File: config.mk
export PLATFORM = sky130hd
export DESIGN_NAME = cu_front
export DESIGN_NICKNAME = d
export VERILOG_FILES = /design/src/rtl/core/cu_pkg.sv /design/src/rtl/core/cu_front.sv
export SDC_FILE = /design/constraint.sdc
export NUM_CORES = 1
export LEC_CHECK = 0
export BUFFER_PORTS_ARGS = -buffer_cell sky130_fd_sc_hd__buf_2
export CAP_MARGIN = 20
export CORE_UTILIZATION = 40
export DETAILED_ROUTE_END_ITERATION = 6
export SETUP_SLACK_MARGIN = 0.05
export SLEW_MARGIN = 20
export SYNTH_ARGS = -nofsm -noshare
export SYNTH_HDL_FRONTEND = slang
export SYNTH_SLANG_ARGS = --single-unit
export TNS_END_PERCENT = 1
File: constraint.sdc
create_clock -name clk -period 9.2 [get_ports clk]
set_input_delay 0 -clock clk [delete_from_list [all_inputs] [get_ports clk]]
set_output_delay 0 -clock clk [all_outputs]
set_load 0.02 [all_outputs]
File: src/rtl/core/cu_pkg.sv
// Shared types and constants for the combination unranking block.
// Used by every module under rtl/core; depends on nothing.
package cu_pkg;

  localparam int N_MAX_DEF = 64;
  localparam int K_MAX_DEF = 16;

  localparam int RANK_W = 64;
  localparam int SET_W = 7;
  localparam int CHOOSE_W = 5;
  localparam int POS_W = 4;
  localparam int CFG_IDX_W = 1;
  localparam int CFG_DATA_W = 7;

  localparam logic [CFG_IDX_W-1:0] CFG_SET_SIZE = 1'd0;
  localparam logic [CFG_IDX_W-1:0] CFG_CHOOSE_COUNT = 1'd1;

  localparam logic [SET_W-1:0] SET_SIZE_RST = 7'd49;
  localparam logic [CHOOSE_W-1:0] CHOOSE_COUNT_RST = 5'd6;

  typedef struct packed {
    logic [RANK_W-1:0] rank;
    logic              err;
  } job_t;

  typedef struct packed {
    logic [SET_W-1:0] element_value;
    logic [POS_W-1:0] position;
    logic             last;
    logic             error;
  } res_t;

endpackage

File: src/rtl/core/cu_front.sv
// Front end: accepts ranks, flags invalid settings and queues the jobs.
// Depends on cu_pkg.
module cu_front #(
  parameter int N_MAX = cu_pkg::N_MAX_DEF,
  parameter int K_MAX = cu_pkg::K_MAX_DEF
) (
  input  logic                        clk,
  input  logic                        rst_n,
  input  logic                        in_push,
  output logic                        in_full,
  input  logic [cu_pkg::RANK_W-1:0]   in_rank,
  input  logic [cu_pkg::SET_W-1:0]    set_size,
  input  logic [cu_pkg::CHOOSE_W-1:0] choose_count,
  output logic                        job_valid,
  output cu_pkg::job_t                job,
  input  logic                        job_pop
);

  cu_pkg::job_t q_r [2];
  logic         head_r, head_nxt;
  logic [1:0]   cnt_r, cnt_nxt;
  logic         acc;
  logic         tail;
  cu_pkg::job_t nj;

  assign in_full = (cnt_r == 2'd2);
  assign acc = in_push && !in_full;
  assign job_valid = (cnt_r != 2'd0);
  assign job = q_r[head_r];
  assign tail = head_r ^ cnt_r[0];

  always_comb begin
    nj.rank = (in_rank == '0) ? cu_pkg::RANK_W'(1) : in_rank;
    nj.err = (choose_count == '0) || (32'(choose_count) > K_MAX) ||
             (32'(set_size) > N_MAX) || ({2'b00, choose_count} > set_size);
    head_nxt = head_r ^ (job_pop && job_valid);
    cnt_nxt = cnt_r + {1'b0, acc} - {1'b0, job_pop && job_valid};
  end

  always_ff @(posedge clk) begin
    if (!rst_n) begin
      head_r <= 1'b0;
      cnt_r <= 2'd0;
    end else begin
      head_r <= head_nxt;
      cnt_r <= cnt_nxt;
    end
    if (acc) begin
      q_r[tail] <= nj;
    end
  end

endmodule

==> qor.txt <==
RUN STATUS
---------------------------------------------------------------------------------------
Run status                                                                 complete, no violations

SYNTHESIS
---------------------------------------------------------------------------------------
Synthesized area                                                              5440 um^2
Synth warn                                                                            0
Post-synthesis sequential element count                                             134
Number of instances in the synthesized netlist                                      331
Area leader, netlist                                                       sky130_fd_sc_hd__edfxtp_1
Fraction of synthesized cell area taken by the top area cell type                 0.718
Mean instance size in the synthesized netlist                                 16.4 um^2
Synth top area cells                                                       sky130_fd_sc_hd__edfxtp_1, sky130_fd_sc_hd__mux2_2, sky130_fd_sc_hd__clkbuf_1, sky130_fd_sc_hd__nor4_1, sky130_fd_sc_hd__ha_1
Synth Net Count                                                                     418
Synth unique cells                                                                   27
Register area share after synthesis                                               0.733

TIMING
---------------------------------------------------------------------------------------
Fin crit period                                                                 2.36 ns
Slew @ Worst Pin                                                               0.895 ns
RSZ-0062 raised after global routing                                              false
Total negative setup slack                                                         0 ns
Clock skew                                                                   0.00799 ns
Max Fclk                                                                        423 MHz
Setup-violating endpoint count in the final report                                    0
Max-slew violation count                                                              0
Fin crit share                                                                    0.257
Final Hold Viols                                                                      0
Relative slew slack                                                               0.403

WORST SETUP PATH
---------------------------------------------------------------------------------------
List of cells traversed by the critical path                               buf_4 > mux2_2 > buf_2
Data arrival time of the worst path                                             2.36 ns
Setup slack of the worst register-to-register path                              7.19 ns
Gate family responsible for the most delay along the worst path              flip-flops
Number of buffer and inverter stages on the critical path                             2
Critical Path Fanout Max                                                             39
Cell with the largest stage delay on the worst path                        sky130_fd_sc_hd__dfxtp_2
Largest incremental delay on the critical path                                  0.77 ns
Register-to-Register Path Depth                                                       3
Worst setup path endpoint                                                        job[6]
Total stage count of the critical path                                                3
Data required time at the worst endpoint                                        9.20 ns
R2R Path Start                                                                 cnt_r[0]
Crit end category                                                            output pin
Critical register-to-register path endpoint                                  q_r[1][34]
Type of the setup path with the least slack                                     reg2out
Nature of the critical path startpoint                                        flip-flop

POWER AND IR DROP
---------------------------------------------------------------------------------------
PwrDens                                                                     308 nW/um^2
Internal portion of total power                                                 1.57 mW
Leak pwr                                                                        2.82 nW
Net switching power of the design                                              0.712 mW
Sequential group share of total power                                             0.410
Switching power as a share of total power                                         0.311
Clock network fraction of design power                                            0.290
Combinational power share                                                         0.300
IR Drop Worst-Case VDD                                                         0.260 mV

LAYOUT
---------------------------------------------------------------------------------------
Post-synthesis to final-layout area growth                                        36.5%
Commonest non-fill, non-tap cells in the layout                            sky130_fd_sc_hd__buf_2, sky130_fd_sc_hd__edfxtp_1, sky130_fd_sc_hd__dlygate4sd3_1
Layout cell share with drive strength beyond 1                                    0.488
Number of antenna cells inserted                                                      0
Non-Filler Instances                                                                686
# nets final                                                                        584
Most frequent standard cell in the layout excluding fill and tap cells     sky130_fd_sc_hd__buf_2
Fill cell instance count of the final layout                                      1,091

CLOCK NETWORK
---------------------------------------------------------------------------------------
Post CTS Setup Buffer Count                                                           0
Clk Tree Root Cell                                                         sky130_fd_sc_hd__clkbuf_16
CTS tree                                                                          built
Clock buffer count from CTS                                                          17
Maximum level of the CTS H-tree                                                       4
Number of buffers on the longest clock path                                           2
CTS Sinks                                                                           134
Clock slew at reported path FFs                                                 0.06 ns
Skew-Pair Late Insertion Delay                                                  0.41 ns

PLACED DESIGN
---------------------------------------------------------------------------------------
Number of port buffers                                                              146
Sum of net half-perimeters after detailed placement                             6.62 mm
Placer's final routability congestion estimate                                    0.771
Total placed cells including tap cells                                              586

GLOBAL ROUTING
---------------------------------------------------------------------------------------
Wire length of the first global-routing pass                                    17.2 mm
Number of global-route vias before repair                                         3,399
Total congestion overflow after global routing                                        0
Antenna violations before repair                                                      0
Pin count of the biggest net entering global routing                                 66
Gr usage total                                                                    0.164

FLOW RUN
---------------------------------------------------------------------------------------
Reported max-cap violation count                                                      0

ROUTING
---------------------------------------------------------------------------------------
Total number of vias                                                              3,244
Routed Antenna Nets                                                                   0
DRC Markers                                                                           0
Detailed-routing iteration count for the pre-antenna-repair pass                      4
Mean routed wirelength per cell                                                 16.1 um
Final wirelength                                                                11.0 mm
Number of violations reported at the end of detailed-routing iteration 0            188
Vias per Instance                                                                  4.73

FLOORPLANNING
---------------------------------------------------------------------------------------
Total core area                                                             13,200 um^2
Area of the die                                                             14,100 um^2
I/O pins                                                                            147
Die Span X                                                                       119 um
Effective utilization at floorplan                                                0.411
Number of core rows                                                                  42
Overall die height                                                               119 um

WORST HOLD PATH
---------------------------------------------------------------------------------------
Hold Path Origin                                                                job_pop
Hold Crit Class                                                                  in2reg

-- worst register-to-register path, cell delays in order (launching register included) --
cell and delay (ns):
sky130_fd_sc_hd__dfxtp_1 0.40, sky130_fd_sc_hd__xor2_1 0.30, sky130_fd_sc_hd__nor2b_4 0.20, sky130_fd_sc_hd__buf_4 0.70
-- synth_stat cells (all sizes together) --
library cell and n:
o311ai 1, o21a 1, o41ai 1, nor4bb 1
nor4 17, and3b 1, nor2b 4, nand4 4
inv 7, or4 1, nor2 2, ha 7
edfxtp 130, xnor2 4, nand2b 1, or2 1
buf 7, clkbuf 63, a21o 2, mux2 65
dfxtp 4, and4 1, and2 2, xor2 1
a21oi 1, a211oi 1, o31ai 1
-- cells by family after synthesis --
group,count (synthesis),synth area share
xor+xnor,5,0.00805
fa+ha+maj,7,0.0161
mux,65,0.135
flops,134,0.733
compound gates,8,0.0120
buf+inv,77,0.0548
simple gates,35,0.0419
-- what timing repair did --
item,4_1_cts,5_1_grt
hold buffers,68,0
gates resized for setup,0,0
hold endpoints to repair,134,0
endpoints found under the setup margin,0,0
-- sequential cells by signal (all words and copies together), names as in the netlist, named ones only --
signal and cells:
q_r 130, head_r 1, cnt_r 2
-- through the flow --
stage / util / cell area (um^2) / hold slack, ns / setup WS, ns / power, mW
floorplan: - / 5440 / 0.122 / 5.08 / 1.41
global placement: 0.465 / 6160 / 0.203 / 7.22 / 1.61
detailed placement: 0.465 / 6160 / 0.207 / 7.18 / 1.62
CTS: 0.561 / 7420 / 0.0284 / 6.78 / 2.31
global route: 0.561 / 7420 / 0.0835 / 6.69 / 2.39
finish: 0.561 / 7420 / 0.0446 / 6.84 / 2.29
-- power groups by stage --
stage          Sequential [mW]  Clock [mW]  Combinational [mW]
2_1_floorplan            0.938           0               0.472
3_3_place_gp             0.944           0               0.669
3_5_place_dp             0.951           0               0.671
4_1_cts                  0.939       0.676               0.697
5_1_grt                  0.955       0.705               0.735
6_report                 0.937       0.663               0.687
-- metal layers --
metal	track usage	vias to the layer above	part of all wire
met5	0	-	0
met4	0.0657	0	0.019
met3	0.0574	23	0.056
met2	0.277	107	0.50
met1	0.188	1576	0.42
li1	-	1538	-
-- final cells by class --
cell class / count / area, um^2 / share of cell area
repair buffers: 217 / 1430 / 0.193
multi-input cells: 120 / 1170 / 0.158
flip-flops and latches: 134 / 3990 / 0.537
clock buffers: 17 / 425 / 0.0573
clock inverters: 15 / 161 / 0.0217
inverters: 7 / 26.3 / 0.00354
well taps: 176 / 220 / 0.0297
-- how the worst min path moves through the flow --
| stage | end | slack, ns | cells after the start |
|---|---|---|---|
| 3_5_place_dp | q_r[1][21] | 0.21 | 1 |
| 6_report | flip-flop | 0.04 | 4 |
| 2_1_floorplan | cnt_r[0] | 0.12 | 1 |
| 3_3_place_gp | q_r[0][54] | 0.20 | 1 |
| 4_1_cts | flip-flop | 0.03 | 4 |
| 5_1_grt | head_r | 0.08 | 4 |
(Power assumes the default switching activity.)
