===== src/rtl/core/cu_pkg.sv =====
// Shared types and constants for the combination unranking block.
// Used by every module under rtl/core; depends on nothing.
package cu_pkg;

  localparam int N_MAX_DEF = 64;
  localparam int K_MAX_DEF = 16;

  localparam int RANK_W = 64;
  localparam int SET_W = 7;
  localparam int CHOOSE_W = 5;
  localparam int POS_W = 4;
  localparam int CFG_IDX_W = 1;
  localparam int CFG_DATA_W = 7;

  localparam logic [CFG_IDX_W-1:0] CFG_SET_SIZE = 1'd0;
  localparam logic [CFG_IDX_W-1:0] CFG_CHOOSE_COUNT = 1'd1;

  localparam logic [SET_W-1:0] SET_SIZE_RST = 7'd49;
  localparam logic [CHOOSE_W-1:0] CHOOSE_COUNT_RST = 5'd6;

  typedef struct packed {
    logic [RANK_W-1:0] rank;
    logic              err;
  } job_t;

  typedef struct packed {
    logic [SET_W-1:0] element_value;
    logic [POS_W-1:0] position;
    logic             last;
    logic             error;
  } res_t;

endpackage


===== src/rtl/core/cu_back.sv =====
// Back end: walks candidate values per position and queues the results.
// Depends on cu_pkg; reads binomials from cu_binom_mem.
module cu_back #(
  parameter int N_MAX = cu_pkg::N_MAX_DEF,
  parameter int K_MAX = cu_pkg::K_MAX_DEF,
  localparam int AW = $clog2(N_MAX + 1),
  localparam int BW = $clog2(K_MAX + 1)
) (
  input  logic                        clk,
  input  logic                        rst_n,
  input  logic [cu_pkg::SET_W-1:0]    set_size,
  input  logic [cu_pkg::CHOOSE_W-1:0] choose_count,
  input  logic                        job_valid,
  input  cu_pkg::job_t                job,
  output logic                        job_pop,
  input  logic                        mem_ready,
  output logic                        rd_en,
  output logic [AW-1:0]               rd_a,
  output logic [BW-1:0]               rd_b,
  input  logic [cu_pkg::RANK_W-1:0]   rd_data,
  output logic                        out_empty,
  input  logic                        out_pop,
  output cu_pkg::res_t                out_res
);

  typedef enum logic [2:0] {S_IDLE, S_CHK, S_STEP, S_FILL, S_ERR} state_t;

  state_t                    state_r, state_nxt;
  logic [cu_pkg::RANK_W-1:0] nr_r, nr_nxt;
  logic [cu_pkg::RANK_W:0]   sum_r, sum_nxt, s;
  logic [7:0]                z_r, z_nxt, n8;
  logic [4:0]                j_r, j_nxt;
  logic [3:0]                cnt_r, cnt_nxt;
  logic                      zero_r, zero_nxt;
  logic [cu_pkg::RANK_W-1:0] temp;
  logic                      push;
  cu_pkg::res_t              push_d;
  cu_pkg::res_t              fifo_r [2];
  logic                      head_r;
  logic [1:0]                fcnt_r;
  logic                      ofull, opop;

  assign n8 = {1'b0, set_size};
  assign temp = zero_r ? '0 : rd_data;
  assign s = sum_r + {1'b0, temp};
  assign ofull = (fcnt_r == 2'd2);
  assign out_empty = (fcnt_r == 2'd0);
  assign opop = out_pop && !out_empty;
  assign out_res = fifo_r[head_r];

  always_comb begin
    state_nxt = state_r;
    nr_nxt = nr_r;
    sum_nxt = sum_r;
    z_nxt = z_r;
    j_nxt = j_r;
    cnt_nxt = cnt_r;
    zero_nxt = zero_r;
    job_pop = 1'b0;
    rd_en = 1'b0;
    rd_a = '0;
    rd_b = '0;
    push = 1'b0;
    push_d = '0;
    unique case (state_r)
      S_IDLE: begin
        if (job_valid && mem_ready) begin
          job_pop = 1'b1;
          nr_nxt = job.rank;
          if (job.err) begin
            state_nxt = S_ERR;
          end else begin
            rd_en = 1'b1;
            rd_a = AW'(set_size);
            rd_b = BW'(choose_count);
            zero_nxt = 1'b0;
            state_nxt = S_CHK;
          end
        end
      end
      S_CHK: begin
        if (nr_r > rd_data) begin
          state_nxt = S_ERR;
        end else begin
          sum_nxt = '0;
          z_nxt = 8'd1;
          j_nxt = 5'd1;
          cnt_nxt = '0;
          rd_en = 1'b1;
          rd_a = AW'(n8 - 8'd1);
          rd_b = BW'(choose_count - 5'd1);
          zero_nxt = 1'b0;
          state_nxt = S_STEP;
        end
      end
      S_STEP: begin
        if ((s < {1'b0, nr_r}) && (z_r < n8)) begin
          sum_nxt = s;
          z_nxt = z_r + 8'd1;
          rd_en = 1'b1;
          rd_a = AW'(n8 - z_r - 8'd1);
          rd_b = BW'(choose_count - j_r);
          zero_nxt = 1'b0;
        end else if (!ofull) begin
          push = 1'b1;
          push_d.element_value = z_r[cu_pkg::SET_W-1:0];
          push_d.position = cnt_r;
          push_d.last = (j_r == choose_count);
          push_d.error = 1'b0;
          if (j_r == choose_count) begin
            state_nxt = S_IDLE;
          end else if (s == {1'b0, nr_r}) begin
            j_nxt = j_r + 5'd1;
            cnt_nxt = cnt_r + 4'd1;
            state_nxt = S_FILL;
          end else begin
            z_nxt = z_r + 8'd1;
            j_nxt = j_r + 5'd1;
            cnt_nxt = cnt_r + 4'd1;
            rd_en = 1'b1;
            rd_a = AW'(n8 - z_r - 8'd1);
            rd_b = BW'(choose_count - j_r - 5'd1);
            zero_nxt = (z_r >= n8);
          end
        end
      end
      S_FILL: begin
        if (!ofull) begin
          push = 1'b1;
          push_d.element_value = cu_pkg::SET_W'(n8 - 8'(choose_count) + 8'(j_r));
          push_d.position = cnt_r;
          push_d.last = (j_r == choose_count);
          push_d.error = 1'b0;
          if (j_r == choose_count) begin
            state_nxt = S_IDLE;
          end else begin
            j_nxt = j_r + 5'd1;
            cnt_nxt = cnt_r + 4'd1;
          end
        end
      end
      S_ERR: begin
        if (!ofull) begin
          push = 1'b1;
          push_d.element_value = '0;
          push_d.position = '0;
          push_d.last = 1'b1;
          push_d.error = 1'b1;
          state_nxt = S_IDLE;
        end
      end
      default: state_nxt = S_IDLE;
    endcase
  end

  always_ff @(posedge clk) begin
    if (!rst_n) begin
      state_r <= S_IDLE;
      head_r <= 1'b0;
      fcnt_r <= 2'd0;
    end else begin
      state_r <= state_nxt;
      head_r <= head_r ^ opop;
      fcnt_r <= fcnt_r + {1'b0, push} - {1'b0, opop};
    end
    nr_r <= nr_nxt;
    sum_r <= sum_nxt;
    z_r <= z_nxt;
    j_r <= j_nxt;
    cnt_r <= cnt_nxt;
    zero_r <= zero_nxt;
    if (push) begin
      fifo_r[head_r ^ fcnt_r[0]] <= push_d;
    end
  end

  a_no_push_full: assert property (@(posedge clk) disable iff (!rst_n)
    push |-> !ofull) else $error("result pushed into a full queue");
  a_err_last: assert property (@(posedge clk) disable iff (!rst_n)
    (!out_empty && out_res.error) |-> (out_res.last && out_res.position == '0))
    else $error("error result not marked last");
  a_pop_idle: assert property (@(posedge clk) disable iff (!rst_n)
    job_pop |-> (state_r == S_IDLE && mem_ready)) else $error("job taken while busy");
  a_chk_after_read: assert property (@(posedge clk) disable iff (!rst_n)
    (state_r == S_CHK) |-> $past(rd_en)) else $error("check without table read");

endmodule


===== config.mk =====
export PLATFORM = sky130hd
export DESIGN_NAME = cu_back
export DESIGN_NICKNAME = d
export VERILOG_FILES = /design/src/rtl/core/cu_pkg.sv /design/src/rtl/core/cu_back.sv
export SDC_FILE = /design/constraint.sdc
export NUM_CORES = 1
export LEC_CHECK = 0
export ABC_AREA = 1
export BUFFER_PORTS_ARGS = -buffer_cell sky130_fd_sc_hd__buf_2
export CAP_MARGIN = 20
export CELL_PAD_IN_SITES_DETAIL_PLACEMENT = 0
export CELL_PAD_IN_SITES_GLOBAL_PLACEMENT = 2
export CORE_MARGIN = 4
export CORE_UTILIZATION = 35
export CTS_BUF_LIST = sky130_fd_sc_hd__clkbuf_16
export DETAILED_ROUTE_END_ITERATION = 12
export GPL_TIMING_DRIVEN = 1
export PLACE_DENSITY_LB_ADDON = 0.1
export SYNTH_ARGS = -nofsm -noshare
export SYNTH_HDL_FRONTEND = slang
export SYNTH_SLANG_ARGS = --single-unit

===== constraint.sdc =====
create_clock -name clk -period 7.9 [get_ports clk]
set_clock_uncertainty 0.15 [all_clocks]
set_input_delay 1.58 -clock clk [delete_from_list [all_inputs] [get_ports clk]]
set_output_delay 1.58 -clock clk [all_outputs]
set_load 0.005 [all_outputs]

==> impl_metrics.json <==
{
  "reg2reg_depth": 40,
  "crit_top_cell": "nand2_1",
  "crit_slowest_cell": "fa_2",
  "hold_class": "register to register",
  "grt_pass1_wl_um": 82990,
  "synthFlopType": "edfxtp_1",
  "holdPathStages": 1,
  "yosys_warnings": 0,
  "gr-total-overflow": 0,
  "hold_end": "fcnt_r[1]",
  "cp.required_ps": 6170,
  "via_count": 14460,
  "grt_pass1_vias": 14900,
  "grt_use_total_pct": 21.47,
  "maxCapViolCount": 0,
  "die-area_sq_mm": 0.04982,
  "h-tree-depth": 4,
  "io_buffers": 173,
  "drc": 0,
  "drt_iter0_drc": 750,
  "first_pass_iters": 5,
  "wl_um": 53860,
  "cts_buffer_depth": 2,
  "hold_viol_final": 0,
  "synth_seq_cells": 180,
  "num_rows": 78,
  "reg2reg_slack_ps": 1990,
  "place_congestion": 0.9064,
  "final_common_cell": "inv_1",
  "p_leak_uw": 0.009527,
  "final_net_count": 2712,
  "finalInstanceArea_sq_mm": 0.01944,
  "cts_made_buffers": 17,
  "maxSlewHeadroom_pct": 29.15,
  "setup_viol": 0,
  "endpoint_kind": "primary output",
  "final.period_utilization_pct": 96.87,
  "status": "complete, no violations",
  "rsz0062_at_grt": "yes",
  "holdWs_ps": 362.6,
  "slowest_delay_ps": 390,
  "worstSetupPathType": "input pin to primary output",
  "synthCells": 2081,
  "yosysUniqueCellTypes": 61,
  "power.density_mw_per_mm2": 337.9,
  "synth_edf_count": 173,
  "maxSlewViolCount": 0,
  "pin_count": 174,
  "routedWlPerCell_um": 18.27,
  "clk_pin_slew_worst_paths_ps": 70,
  "start_util_pct": 35.56,
  "tritoncts": "built",
  "die_h_um": 223.2,
  "final_cell_mix": "inv_1 (408), nand2_1 (286), nor2_1 (274)",
  "synth_fp_nets": 2459,
  "via_per_inst": 4.904,
  "core_sq_mm": 0.04558,
  "hpwl_um": 44430,
  "die_w_um": 223.2,
  "drive_gt1_share_pct": 18.32,
  "postPlaceCellArea_sq_mm": 0.01825,
  "cp-start-kind": "input pin",
  "avgSynthCellArea_sq_um": 7.789,
  "crit_fanout": 8,
  "cts_sinks": 180,
  "ys_seq_area_share_pct": 32.92,
  "antenna_found_initial": 1,
  "cts_root_buf": "clkbuf_16",
  "cp.arrival_ps": 5920,
  "synth-async-reset-ratio_pct": 0,
  "fmax_ghz": 0.1307,
  "grt_max_degree": 66,
  "area.growth.synth_to_final_pct": 19.92,
  "hold_start": "fcnt_r[1]",
  "vdd_drop_max_uv": 159.8,
  "rr_endpoint": "fcnt_r[1]",
  "insertion_delay_ps": 500,
  "ant_nets": 0,
  "fin_crit_ps": 7653,
  "worstMarginPinSlew_ps": 1053,
  "timing.rr.start": "zero_r",
  "synth_area_sq_mm": 0.01621
}
-- cell families after synthesis --
family,Yosys count,share of synthesized area [%]
simple gates,754,19.81
buf+inv,438,10.15
compound gates,384,13.62
fa+ha+maj,232,18.28
flops,180,32.92
xor+xnor,80,4.323
mux,13,0.9032
-- worst max-delay path by stage --
stage                    start  endpoint  slack (ps)
finish              rd_data[0]   rd_a[5]         250
global route        rd_data[6]   rd_a[6]         -70
CTS                 rd_data[0]   rd_a[5]          10
detailed placement  rd_data[0]   rd_a[5]        -860
global placement    rd_data[0]   rd_a[5]        -910
floorplan           rd_data[0]   rd_b[3]        1140
-- cell usage after synthesis, types with 3 or more instances --
cell type / number / area (sq um)
inv_1: 410 / 1539
nand2_1: 298 / 1119
nor2_1: 291 / 1092
ha_1: 224 / 2803
a21oi_1: 180 / 900.9
edfxtp_1: 173 / 5195
o21ai_0: 79 / 395.4
nand3_1: 68 / 340.3
xor2_1: 65 / 569.3
a31oi_1: 30 / 187.7
nor3_1: 27 / 135.1
nand4_1: 19 / 118.9
xnor2_1: 15 / 131.4
mux2_2: 13 / 146.4
o21ai_1: 13 / 65.06
o21a_1: 12 / 90.09
clkbuf_1: 11 / 41.29
nor4_1: 11 / 68.82
a21o_1: 9 / 67.56
inv_2: 9 / 33.78
fa_1: 8 / 160.2
nand2_2: 8 / 50.05
o211ai_1: 8 / 60.06
o22ai_1: 8 / 50.05
dfxtp_1: 7 / 140.1
a211oi_1: 6 / 45.04
a21oi_2: 6 / 52.55
buf_1: 6 / 22.52
nand2_4: 6 / 67.56
a21boi_0: 5 / 37.54
nor2_2: 5 / 31.28
o21bai_1: 5 / 37.54
and2_1: 4 / 25.02
nand3b_1: 4 / 30.03
o2111ai_1: 3 / 26.28
o21ai_2: 3 / 26.28
o221ai_1: 3 / 26.28
-- report_power, final --
group	leakage [uW]	internal (uW)	switching [uW]	total, uW
clock network	0.000283	442	438	879
logic	0.00757	1530	2670	4190
registers	0.00167	1370	123	1500
-- sequential cells by signal (all words and copies together) (netlist names), 2 cells and up, named ones only --
name,cells
state_r,3
fcnt_r,2
cnt_r,4
nr_r,64
z_r,8
sum_r,65
fifo_r,26
j_r,5
-- stage by stage --
step | worst slack, ps | setup TNS [ps] | utilization [%] | power (uW) | cells
final | 247.5 | 0 | 42.65 | 6567 | 2948
after CTS | 11.23 | 0 | 41.55 | 6434 | 2933
after floorplan | 1142 | 0 | - | 4056 | 2081
after global placement | -905.6 | -11180 | 40.03 | 5457 | 2898
after detailed placement | -861.6 | -10490 | 40.04 | 5463 | 2899
after global routing | -70.49 | -548.7 | 42.64 | 7191 | 2947
-- layer usage --
layer	wire length, um	up-vias	global-route usage (%)
met3	1938	48	3.829
met1	25220	6740	28.12
met4	932	0	5.607
li1	-	7431	-
met5	0	-	0
met2	25770	237	36.69
-- area by class of cell --
cell class / count / area (sq um)
Fill cell: 4694 / 26140
Multi-Input combinational cell: 1463 / 9716
Sequential cell: 180 / 5335
Inverter: 420 / 1578
Timing Repair Buffer: 252 / 1483
Tap cell: 600 / 750.7
Clock buffer: 17 / 425.4
Clock inverter: 15 / 147.6
Antenna cell: 1 / 2.502
-- critical path: cells and delay by family --
kind	cells	cell delay (ps)
buffers and inverters	6	550
AND/OR/NAND/NOR	18	1560
adder cells (fa/ha/maj)	3	830
AO/OA/AOI/OAI	10	1360
-- repair_timing --
action                                  CTS  global route
endpoints found under the setup margin   13            13
pin swaps                                 7            37
hold buffers                              0             0
setup buffers                             2            14
resized for setup                        24            98
No activity file was read; power rests on OpenSTA's default activity.
